==> src/sv/bbf_pkg.sv <==
`timescale 1ns / 1ps
package bbf_pkg;

  localparam int DEF_MAX_WIDTH  = 1024;
  localparam int DEF_MAX_KERNEL = 15;

  localparam int CFGW = 11;
  localparam int COLW = 11;
  localparam int ROWW = 12;
  localparam int HALFW = 4;
  localparam int SLOTW = 5;
  localparam int QW = 23;

  localparam logic [CFGW-1:0] RST_WIDTH  = 11'd640;
  localparam logic [CFGW-1:0] RST_HEIGHT = 11'd480;
  localparam logic [3:0]      RST_KERNEL = 4'd9;

  localparam logic [1:0] REG_WIDTH  = 2'd0;
  localparam logic [1:0] REG_HEIGHT = 2'd1;
  localparam logic [1:0] REG_KERNEL = 2'd2;

  localparam logic [7:0] WHITE = 8'd255;

  typedef struct packed {
    logic [23:0]      val;
    logic [ROWW-1:0]  row;
    logic [COLW-1:0]  col;
    logic [SLOTW-1:0] slot;
    logic [HALFW-1:0] half;
    logic [COLW-1:0]  w;
    logic [COLW-1:0]  emit_col;
    logic             emit;
    logic             last;
  } entry_t;

endpackage

==> src/sv/bbf_fifo.sv <==
`timescale 1ns / 1ps
module bbf_fifo (
  input  logic            clk,
  input  logic            rst,
  input  logic            push,
  input  bbf_pkg::entry_t wdata,
  output logic            full,
  input  logic            pop,
  output logic            valid,
  output bbf_pkg::entry_t rdata
);
  bbf_pkg::entry_t mem [2];
  logic wptr, rptr;
  logic [1:0] count;

  assign full = (count == 2'd2);
  assign valid = (count != 2'd0);
  assign rdata = mem[rptr];

  always_ff @(posedge clk) begin
    if (push) mem[wptr] <= wdata;
  end

  always_ff @(posedge clk) begin
    if (rst) begin
      wptr <= 1'b0;
      rptr <= 1'b0;
      count <= '0;
    end else begin
      if (push) wptr <= ~wptr;
      if (pop) rptr <= ~rptr;
      count <= count + {1'b0, push} - {1'b0, pop};
    end
  end
endmodule

==> config.mk <==
export PLATFORM = sky130hd
export DESIGN_NAME = bbf_fifo
export DESIGN_NICKNAME = d
export VERILOG_FILES = /design/src/sv/bbf_pkg.sv /design/src/sv/bbf_fifo.sv
export SDC_FILE = /design/constraint.sdc
export NUM_CORES = 1
export LEC_CHECK = 0
export ABC_CLOCK_PERIOD_IN_PS = 6900
export CAP_MARGIN = 40
export CELL_PAD_IN_SITES_DETAIL_PLACEMENT = 0
export CELL_PAD_IN_SITES_GLOBAL_PLACEMENT = 2
export CORE_MARGIN = 5
export CORE_UTILIZATION = 40
export DETAILED_ROUTE_END_ITERATION = 6
export DONT_BUFFER_PORTS = 1
export GPL_TIMING_DRIVEN = 0
export PLACE_DENSITY = 0.77
export RECOVER_POWER = 50
export SETUP_SLACK_MARGIN = 0.02
export SLEW_MARGIN = 20
export SYNTH_ARGS = -nofsm -noshare
export SYNTH_HDL_FRONTEND = slang
export SYNTH_SLANG_ARGS = --single-unit
==> constraint.sdc <==
create_clock -name clk -period 6.9 [get_ports clk]
set_clock_uncertainty 0.15 [all_clocks]
set_input_delay 1.38 -clock clk [delete_from_list [all_inputs] [get_ports clk]]
set_output_delay 1.38 -clock clk [all_outputs]
set_load 0.01 [all_outputs]
==> flow_metrics.env <==
export IMPL_first_global_vias=2693
export IMPL_cap_violations=1
export IMPL_outcome="complete, but fails checks"
export IMPL_critical_path_peak_fanout=47
export IMPL_cts_tree="yes"
export IMPL_fmax_mhz=276
export IMPL_required_ns=6.84
export IMPL_critical_path_slowest_cell="sky130_fd_sc_hd__and2_0"
export IMPL_gates_resized_cts_repair=0
export IMPL_cpPeakStageDelay_ns=1.84
export IMPL_wire_per_inst_um=20.4
export IMPL_vdd_ir_drop_worst_mv=0.159
export IMPL_placement_rows=46
export IMPL_finalNonFillerCells=522
export IMPL_final_period_minus_worst_setup_slack_ns=3.62
export IMPL_r2r_start="wptr"
export IMPL_setup_worst_path_class="primary input to register"
export IMPL_antenna_fix_cells=0
export IMPL_area_growth_synth_to_final_pct=15.0
export IMPL_dpl_cell_count=490
export IMPL_synth_ff_latch_count=165
export IMPL_post_synth_instance_area_mm2=0.00640
export IMPL_post_cts_setup_buffers=0
export IMPL_pwr_density_cell_mw_per_mm2=320
export IMPL_cp_arrival_ns=3.56
export IMPL_clock_tree_root_cell="sky130_fd_sc_hd__clkbuf_16"
export IMPL_grt_max_degree=48
export IMPL_total_negative_slack_ns=0
export IMPL_fraction_of_final_layout_cells_with_drive_strength_greater_than_1=0.395
export IMPL_min_delay_path_class="register to register"
export IMPL_num_fill_cells=1334
export IMPL_r2r_cells=2
export IMPL_detailroute_via_count=2464
export IMPL_synth_sequential_area_ratio=0.767
export IMPL_violated_checks="max-capacitance violations, max-slew violations"
export IMPL_totalPowerFinal_uw=2350
export IMPL_dp_slack_ns=4.18
export IMPL_clock_path_buffers=2
export IMPL_die_height_um=136
export IMPL_synthesis_instances=270
export IMPL_die_footprint_mm2=0.0186
export IMPL_start_util=0.406
export IMPL_grt_pass1_wl_mm=15.9
export IMPL_port_buffers=0
export IMPL_routed_via_density=4.72
export IMPL_cp_start_kind="primary input"
export IMPL_num_io_pins=166
export IMPL_period_share=0.525
export IMPL_clock_pin_slew_on_the_worst_setup_and_hold_paths_ns=0.06
export IMPL_mappedNetlistNets=356
export IMPL_routed_wirelength_mm=10.6
export IMPL_grt_antenna_before_repair=0
export IMPL_drt_pass1_iterations=4
export IMPL_clkLatencyLatePin_ns=0.41
export IMPL_cts_made_buffers=17
export IMPL_launch_point_of_the_worst_hold_path="rptr"
export IMPL_synth_cell_types=13
export IMPL_synth_warn=0
export IMPL_cts_hold_buffers=0
export IMPL_layout_nets=379
export IMPL_endpoint_kind="register"
export IMPL_drc=0
export IMPL_slew_violations=34
export IMPL_critical_path_n_buffers_inverters=1
export IMPL_slew_limit_headroom=-0.701
export IMPL_timing_final_ws_setup_ns=3.28
export IMPL_cts_htree_levels=4
export IMPL_critical_path_top_delay_family="simple AND/OR/NAND/NOR gates"
export IMPL_ant_nets=0
export IMPL_grtUsageTotal=0.118
export IMPL_width_of_the_die_um=136
export IMPL_timing_hold_worst_path_depth=2
export IMPL_numClockSinks=165
export IMPL_post_dp_hpwl_mm=7.31
export IMPL_gr_total_overflow=0
export IMPL_tightestPinTransition_ns=2.55
export IMPL_gp_congestion=0.687
export IMPL_rr_endpoint="mem[1][46]"
export IMPL_setup_viol=0
export IMPL_dr_first_iter_drc_count=174
export IMPL_rsz0062_at_grt="no"
export IMPL_crit_chain="and2_0, buf_16"
export IMPL_p_leak_uw=0.00260
export IMPL_synth_area_per_cell_um2=23.7
export IMPL_finalHoldViolCount=0
export IMPL_core_region_area_mm2=0.0158
export IMPL_r2r_slack_ns=3.86
==> worst max-delay path by stage <==
stage | from | end | cells after the start | slack [ns]
detailed placement | push | mem[1][31] | 2 | 4.18
global route | push | mem[1][8] | 2 | 3.02
CTS | register | rdata[75] | 3 | 3.85
global placement | push | mem[0][31] | 1 | -0.56
finish | push | mem[1][46] | 2 | 3.28
floorplan | push | mem[0][0] | 1 | 1.34
==> per-layer routing <==
metal  share of wire  global-route usage  vias up
met5               0                   0        -
met4           0.014              0.0470        0
met3            0.12              0.0759       14
met2            0.51               0.192      112
met1            0.36               0.122     1234
li1                -                   -     1104
==> flip-flops by register name, indices dropped and copies added, names as in the netlist, named ones only <==
name and count:
mem 160, count 2, wptr 1, rptr 1
==> per-stage QoR <==
| stage | cell area (um^2) | hold WS, ns | util |
|---|---|---|---|
| global placement | 6670 | 0.344 | 0.423 |
| floorplan | 6400 | 0.330 | - |
| CTS | 7360 | 0.377 | 0.467 |
| global route | 7350 | 0.416 | 0.466 |
| detailed placement | 6770 | 0.354 | 0.429 |
| finish | 7350 | 0.371 | 0.466 |
==> synthesized netlist by cell type <==
master	n	area (um^2)
sky130_fd_sc_hd__dfxtp_1	5	100
sky130_fd_sc_hd__edfxtp_1	160	4800
sky130_fd_sc_hd__nor2b_1	3	18.8
sky130_fd_sc_hd__buf_12	8	160
sky130_fd_sc_hd__xnor2_1	2	17.5
sky130_fd_sc_hd__mux2_4	80	1200
sky130_fd_sc_hd__and2_1	1	6.26
sky130_fd_sc_hd__ha_1	2	25.0
sky130_fd_sc_hd__xnor3_1	1	22.5
sky130_fd_sc_hd__buf_6	1	11.3
sky130_fd_sc_hd__nor2_1	4	15.0
sky130_fd_sc_hd__or2_2	1	6.26
sky130_fd_sc_hd__inv_1	2	7.51
==> cells by family (layout without fill, tap and decap cells) <==
group / after synthesis / count (layout) / share of synthesized area
adder cells (fa/ha/maj): 2 / 2 / 0.00391
flip-flops: 165 / 165 / 0.767
buffers and inverters: 11 / 47 / 0.0280
multiplexers: 80 / 80 / 0.188
XOR/XNOR: 3 / 3 / 0.00626
AND/OR/NAND/NOR: 9 / 9 / 0.00724
==> cell type report <==
cell class                      count  area [um^2]  area share
Sequential cell                   165         4900       0.667
Multi-Input combinational cell     94         1310       0.178
Clock buffer                       25          495      0.0674
Tap cell                          216          270      0.0368
Buffer                              9          171      0.0233
Clock inverter                      7         96.3      0.0131
Timing Repair Buffer                4         95.1      0.0129
Inverter                            2         7.51     0.00102
==> cells in the final DEF (no fill, tap or decap), types with 3 or more instances in the layout <==
cell,synthesis,routed
sky130_fd_sc_hd__buf_12,8,10
sky130_fd_sc_hd__clkbuf_16,0,17
sky130_fd_sc_hd__mux2_4,80,80
sky130_fd_sc_hd__edfxtp_1,160,160
sky130_fd_sc_hd__dfxtp_1,5,5
sky130_fd_sc_hd__nor2b_1,3,3
sky130_fd_sc_hd__nor2_1,4,4
sky130_fd_sc_hd__clkbuf_8,0,4
sky130_fd_sc_hd__clkbuf_1,0,4
==> where the power goes <==
group,leakage (uW),switching (uW),internal [uW],total (uW)
clock network,0.000282,354,573,927
registers,0.00154,15.6,1170,1190
logic,0.000778,118,122,239
total,0.00260,488,1870,2350
Note: power is estimated with default switching activity, not from simulation.
