`config.mk`:
```
export PLATFORM = sky130hd
export DESIGN_NAME = bbf_front
export DESIGN_NICKNAME = d
export VERILOG_FILES = /design/src/sv/bbf_pkg.sv /design/src/sv/bbf_front.sv
export SDC_FILE = /design/constraint.sdc
export NUM_CORES = 1
export LEC_CHECK = 0
export ABC_CLOCK_PERIOD_IN_PS = 14880
export BUFFER_PORTS_ARGS = -buffer_cell sky130_fd_sc_hd__buf_4
export CORE_UTILIZATION = 60
export CTS_CLUSTER_DIAMETER = 40
export CTS_CLUSTER_SIZE = 12
export DETAILED_ROUTE_END_ITERATION = 16
export GPL_ROUTABILITY_DRIVEN = 1
export PLACE_DENSITY = 0.85
export SLEW_MARGIN = 20
export SYNTH_ARGS = -nofsm -noshare
export SYNTH_HDL_FRONTEND = slang
export SYNTH_SLANG_ARGS = --single-unit
```
`constraint.sdc`:
```
create_clock -name clk -period 14.88 [get_ports clk]
set_clock_uncertainty 0.2 [all_clocks]
set_input_delay 2.976 -clock clk [delete_from_list [all_inputs] [get_ports clk]]
set_output_delay 2.976 -clock clk [all_outputs]
set_load 0.01 [all_outputs]
```
`src/sv/bbf_pkg.sv`:
```
`timescale 1ns / 1ps
package bbf_pkg;

  localparam int DEF_MAX_WIDTH  = 1024;
  localparam int DEF_MAX_KERNEL = 15;

  localparam int CFGW = 11;
  localparam int COLW = 11;
  localparam int ROWW = 12;
  localparam int HALFW = 4;
  localparam int SLOTW = 5;
  localparam int QW = 23;

  localparam logic [CFGW-1:0] RST_WIDTH  = 11'd640;
  localparam logic [CFGW-1:0] RST_HEIGHT = 11'd480;
  localparam logic [3:0]      RST_KERNEL = 4'd9;

  localparam logic [1:0] REG_WIDTH  = 2'd0;
  localparam logic [1:0] REG_HEIGHT = 2'd1;
  localparam logic [1:0] REG_KERNEL = 2'd2;

  localparam logic [7:0] WHITE = 8'd255;

  typedef struct packed {
    logic [23:0]      val;
    logic [ROWW-1:0]  row;
    logic [COLW-1:0]  col;
    logic [SLOTW-1:0] slot;
    logic [HALFW-1:0] half;
    logic [COLW-1:0]  w;
    logic [COLW-1:0]  emit_col;
    logic             emit;
    logic             last;
  } entry_t;

endpackage

```
`src/sv/bbf_front.sv`:
```
`timescale 1ns / 1ps
module bbf_front #(
  parameter int MAX_WIDTH  = bbf_pkg::DEF_MAX_WIDTH,
  parameter int MAX_KERNEL = bbf_pkg::DEF_MAX_KERNEL
) (
  input  logic                      clk,
  input  logic                      rst,
  input  logic                      cfg_we,
  input  logic [1:0]                cfg_index,
  input  logic [bbf_pkg::CFGW-1:0]  cfg_data,
  input  logic                      in_valid,
  output logic                      in_stall,
  input  logic                      kind,
  input  logic [7:0]                ch0,
  input  logic [7:0]                ch1,
  input  logic [7:0]                ch2,
  input  logic                      full,
  output logic                      push,
  output bbf_pkg::entry_t           entry
);
  localparam int KMAX = (MAX_KERNEL - 1) | 1;

  logic [bbf_pkg::CFGW-1:0]  frame_width, frame_height;
  logic [3:0]                kernel_size;
  logic [bbf_pkg::COLW-1:0]  cur_w, w_new, w_e;
  logic [bbf_pkg::CFGW-1:0]  cur_h, h_new, h_e;
  logic [bbf_pkg::HALFW-1:0] cur_half, half_new, half_e;
  logic [4:0]                k_new;
  logic [bbf_pkg::ROWW-1:0]  row;
  logic [bbf_pkg::COLW-1:0]  col, emit_col;
  logic [bbf_pkg::SLOTW-1:0] slot;
  logic [bbf_pkg::QW-1:0]    q, emitted, total, lead;
  logic                      first, drop, white, emits, last, accept;

  always_comb begin
    first = (q == '0);
    if (frame_width == '0) w_new = bbf_pkg::COLW'(1);
    else if (int'(frame_width) > MAX_WIDTH) w_new = bbf_pkg::COLW'(MAX_WIDTH);
    else w_new = frame_width;
    h_new = (frame_height == '0) ? bbf_pkg::CFGW'(1) : frame_height;
    k_new = {1'b0, kernel_size | 4'd1};
    if (int'(k_new) > KMAX) k_new = 5'(KMAX);
    half_new = bbf_pkg::HALFW'(k_new >> 1);
    w_e = first ? w_new : cur_w;
    h_e = first ? h_new : cur_h;
    half_e = first ? half_new : cur_half;
    total = bbf_pkg::QW'(w_e) * bbf_pkg::QW'(h_e);
    lead = bbf_pkg::QW'(half_e) * bbf_pkg::QW'(w_e) + bbf_pkg::QW'(half_e);
    white = (q >= total);
    drop = kind && !white;
    emits = (q >= lead);
    last = emits && (emitted + 1'b1 == total);
    accept = in_valid && !in_stall;
    push = accept && !drop;
    in_stall = full;
    entry.val = white ? 24'hFFFFFF : {ch2, ch1, ch0};
    entry.row = row;
    entry.col = col;
    entry.slot = slot;
    entry.half = half_e;
    entry.w = w_e;
    entry.emit_col = emit_col;
    entry.emit = emits;
    entry.last = last;
  end

  always_ff @(posedge clk) begin
    if (rst) begin
      frame_width <= bbf_pkg::RST_WIDTH;
      frame_height <= bbf_pkg::RST_HEIGHT;
      kernel_size <= bbf_pkg::RST_KERNEL;
    end else if (cfg_we) begin
      unique case (cfg_index)
        bbf_pkg::REG_WIDTH: frame_width <= cfg_data;
        bbf_pkg::REG_HEIGHT: frame_height <= cfg_data;
        bbf_pkg::REG_KERNEL: kernel_size <= cfg_data[3:0];
        default: ;
      endcase
    end
  end

  always_ff @(posedge clk) begin
    if (rst) begin
      cur_w <= '0;
      cur_h <= '0;
      cur_half <= '0;
      row <= '0;
      col <= '0;
      slot <= '0;
      q <= '0;
      emitted <= '0;
      emit_col <= '0;
    end else if (push) begin
      if (first) begin
        cur_w <= w_new;
        cur_h <= h_new;
        cur_half <= half_new;
      end
      if (last) begin
        row <= '0;
        col <= '0;
        slot <= '0;
        q <= '0;
        emitted <= '0;
        emit_col <= '0;
      end else begin
        q <= q + 1'b1;
        if (col + 1'b1 >= w_e) begin
          col <= '0;
          row <= row + 1'b1;
          slot <= (int'(slot) == MAX_KERNEL - 1) ? '0 : slot + 1'b1;
        end else begin
          col <= col + 1'b1;
        end
        if (emits) begin
          emitted <= emitted + 1'b1;
          emit_col <= (emit_col + 1'b1 >= w_e) ? '0 : emit_col + 1'b1;
        end
      end
    end
  end
endmodule

```
==> metrics.txt <==
Power per Cell Area=80.2 nW/µm²; XOR/XNOR Fraction of Synth Area=6.60%; num rows=56; adder-cell share of the synthesized area=28.0%; FF-to-FF path depth=35; Fmax=0.0740 GHz; Synth Cell Area=14,400 µm²; Setup CP Type=reg -> out; termination of the worst setup path=push; DRC errors left=0; initial core utilization=61.3%; drt first pass iters=7; postcts setup bufs=0; DP Area=15,500 µm²; Core Area=23,500 µm²; sequential cell area fraction in the yosys report=18.9%; Crit path largest cell delay=0.76 ns; diode count=0; share of layout cells above drive strength 1=11.7%; Post-DRT Antenna Nets=0; RSZ-0062 raised after global routing=false; minimum clock period=13.52 ns; Critical Path End Type=output port; die footprint=24,600 µm²; wire per inst=18.7 µm; Rel. slew slack=28.3%; maxcap violations=0; WP data required=11.70 ns; Worst R2R End=emitted[7]$_SDFFE_PP0P_; launch point of the worst path=q[0]$_SDFFE_PP0P_; largest net degree at the start of global routing=89; hpwl dp=31,300 µm; Final Util=68.5%; crit path max fanout=22; Main synth FF type=dfxtp_1; Hold Slack=0.283 ns; Synth-to-Final Area Change=11.8%; CP arrival=10.34 ns; Peak VDD IR=0.0000732 V; chip height=157 µm; DP Cell Count=2,158; Final Slew Violations=0; reg2reg setup slack=3.12 ns; via count=13,300; measured slew at the worst slew-check pin=1.08 ns; Final Total Pwr=1.29 mW; Finished Cell Area=16,100 µm²; final hold violations=0; GPL Wtd Cong=0.951; clk buf depth=2; Async SR Flop Fraction=0%; CTS tree=done; pre-CTS setup slack=2.23 ns; mux cell area share after synthesis=1.98%; Compound-Gate Fraction of Synth Area=14.6%; Iteration-0 DRC Markers=928; Clock transition at path regs=0.07 ns; Total Routing Usage GR=34.1%; GRT overflow=0; Ys Warns=0; main combinational cell family by area after synthesis=adder cells; TritonCTS buffer count=17; I/O pin cnt=125; most used cell, CP=fa_1; # port buffers=124; first-pass GRT wire length=65,700 µm; initial antenna violation count=0; synth unique cells=94; chip width=157 µm; filler-free cell count of the finished design=2,190; Final setup viols=0; hold path cells=2; status=completed; post-CTS sizing=0; Setup crit start kind=register; Post-Route WL=40,900 µm; Via density=6.09; Setup TNS Final=0 ns; Post-synth EDFFs=0; Worst-Skew Late Latency=0.43 ns; Root Driver=clkbuf_16; register bit count reported by yosys=136; Avg Inst Size Synth=8.14 µm²; Tcrit/Tclk final=90.9%; Simple-Gate Fraction of Synth Area=22.8%; critical path's slowest cell=or3_1; fin worst setup slack=1.36 ns; Leakage Power=7.31 nW; H-tree level count=4; worst r2r src=q[0]$_SDFFE_PP0P_; number of clock sinks=136; CTS Hold Bufs=0; cells after synthesis=1,768; syn nets=2,072; Tightest Hold Check Type=reg -> reg; vias in the first global route=13,200; Post-layout nets=2,162
==> synth_stat cells (35+ instances only) <==
master    number  area share [%]
ha_1         160              14
dfxtp_1      136              19
xor2_1        43             2.6
clkbuf_1      41             1.1
inv_1        177             4.6
nor2_1       168             4.4
nand2b_1      35             1.5
a21oi_1       86             3.0
nand2_1      262             6.8
nand3_1       67             2.3
xnor2_1       42             2.6
fa_1         101              14
==> cells in the final DEF, fill, tap and decap left out, types with 6 or more instances in the layout <==
master,Yosys,final
a31oi_1,12,12
clkbuf_16,0,17
a32oi_1,7,7
o32ai_1,11,11
a2111oi_0,6,6
nor3_1,23,22
fa_1,101,101
mux2i_1,27,27
nand3_1,67,67
nor2b_1,11,11
o21ai_0,23,23
o21a_1,14,14
a22oi_1,11,11
and4_1,6,6
or3_1,19,19
xnor2_1,42,42
nand2b_1,35,35
xnor3_1,7,7
nor4_1,14,14
a211oi_1,31,31
buf_4,8,139
nor2_1,168,168
a21oi_1,86,86
and3_1,22,22
ha_1,160,160
inv_1,177,177
nand2_1,262,262
inv_6,0,6
dfxtp_1,136,136
nand4_1,28,28
o22ai_1,17,16
a211o_1,6,6
xor2_1,43,43
a21o_1,28,28
==> worst max-delay path: cells and delay by family (launching register included) <==
kind	cells	cell delay [ns]
DFF	1	0.39
adders and majority gates	8	3.42
and+or+nand+nor	5	1.66
AOI/OAI and AO/OA	11	3.33
buffers and inverters	6	1.08
==> flip-flops by register name, summed over array words and instances (netlist names), 4 cells and up <==
register and flops:
slot 5, emit_col 11, frame_height 11, cur_h 11
col 11, frame_width 11, row 12, cur_half 4
q 23, cur_w 11, emitted 23
==> worst min-delay path by stage <==
stage | from | endpoint | slack (ns)
floorplan | kernel_size[3]$_SDFFE_PP1P_ | kernel_size[3]$_SDFFE_PP1P_ | 0.24
global placement | frame_height[4]$_SDFFE_PP0P_ | frame_height[4]$_SDFFE_PP0P_ | 0.26
detailed placement | frame_height[0]$_SDFFE_PP0P_ | frame_height[0]$_SDFFE_PP0P_ | 0.27
CTS | frame_height[0]$_SDFFE_PP0P_ | frame_height[0]$_SDFFE_PP0P_ | 0.28
global route | frame_height[0]$_SDFFE_PP0P_ | frame_height[0]$_SDFFE_PP0P_ | 0.30
finish | frame_height[0]$_SDFFE_PP0P_ | frame_height[0]$_SDFFE_PP0P_ | 0.28
==> cell families (layout without fill, tap and decap cells) <==
group | after synthesis | count (layout)
muxes | 28 | 28
adders and majority gates | 261 | 261
DFF | 136 | 136
xor gates and xnor gates | 94 | 94
and+or+nand+nor | 698 | 698
buffers and inverters | 251 | 354
AOI/OAI and AO/OA | 300 | 300
==> power breakdown <==
group	leakage, nW	switching [mW]	internal (mW)
clock network	0.271	0.200	0.225
logic	5.94	0.285	0.203
registers	1.10	0.00713	0.371
==> area by class of cell <==
cell class,instances,area (µm²)
inverters,183,687
flip-flops and latches,136,2720
clock inverters,14,126
fillers,1865,7390
multi-input cells,1381,10700
well taps,319,399
clock buffers,18,439
repair buffers,139,1040
==> per-layer routing <==
metal / global-route usage [%] / part of all wire, % / vias to the layer above
li1: - / - / 6236
met1: 43.1 / 41 / 6365
met2: 56.6 / 47 / 620
met3: 5.87 / 7.9 / 114
met4: 16.0 / 4.0 / 0
met5: 0 / 0 / -
Note: power is estimated with default switching activity, not from simulation.
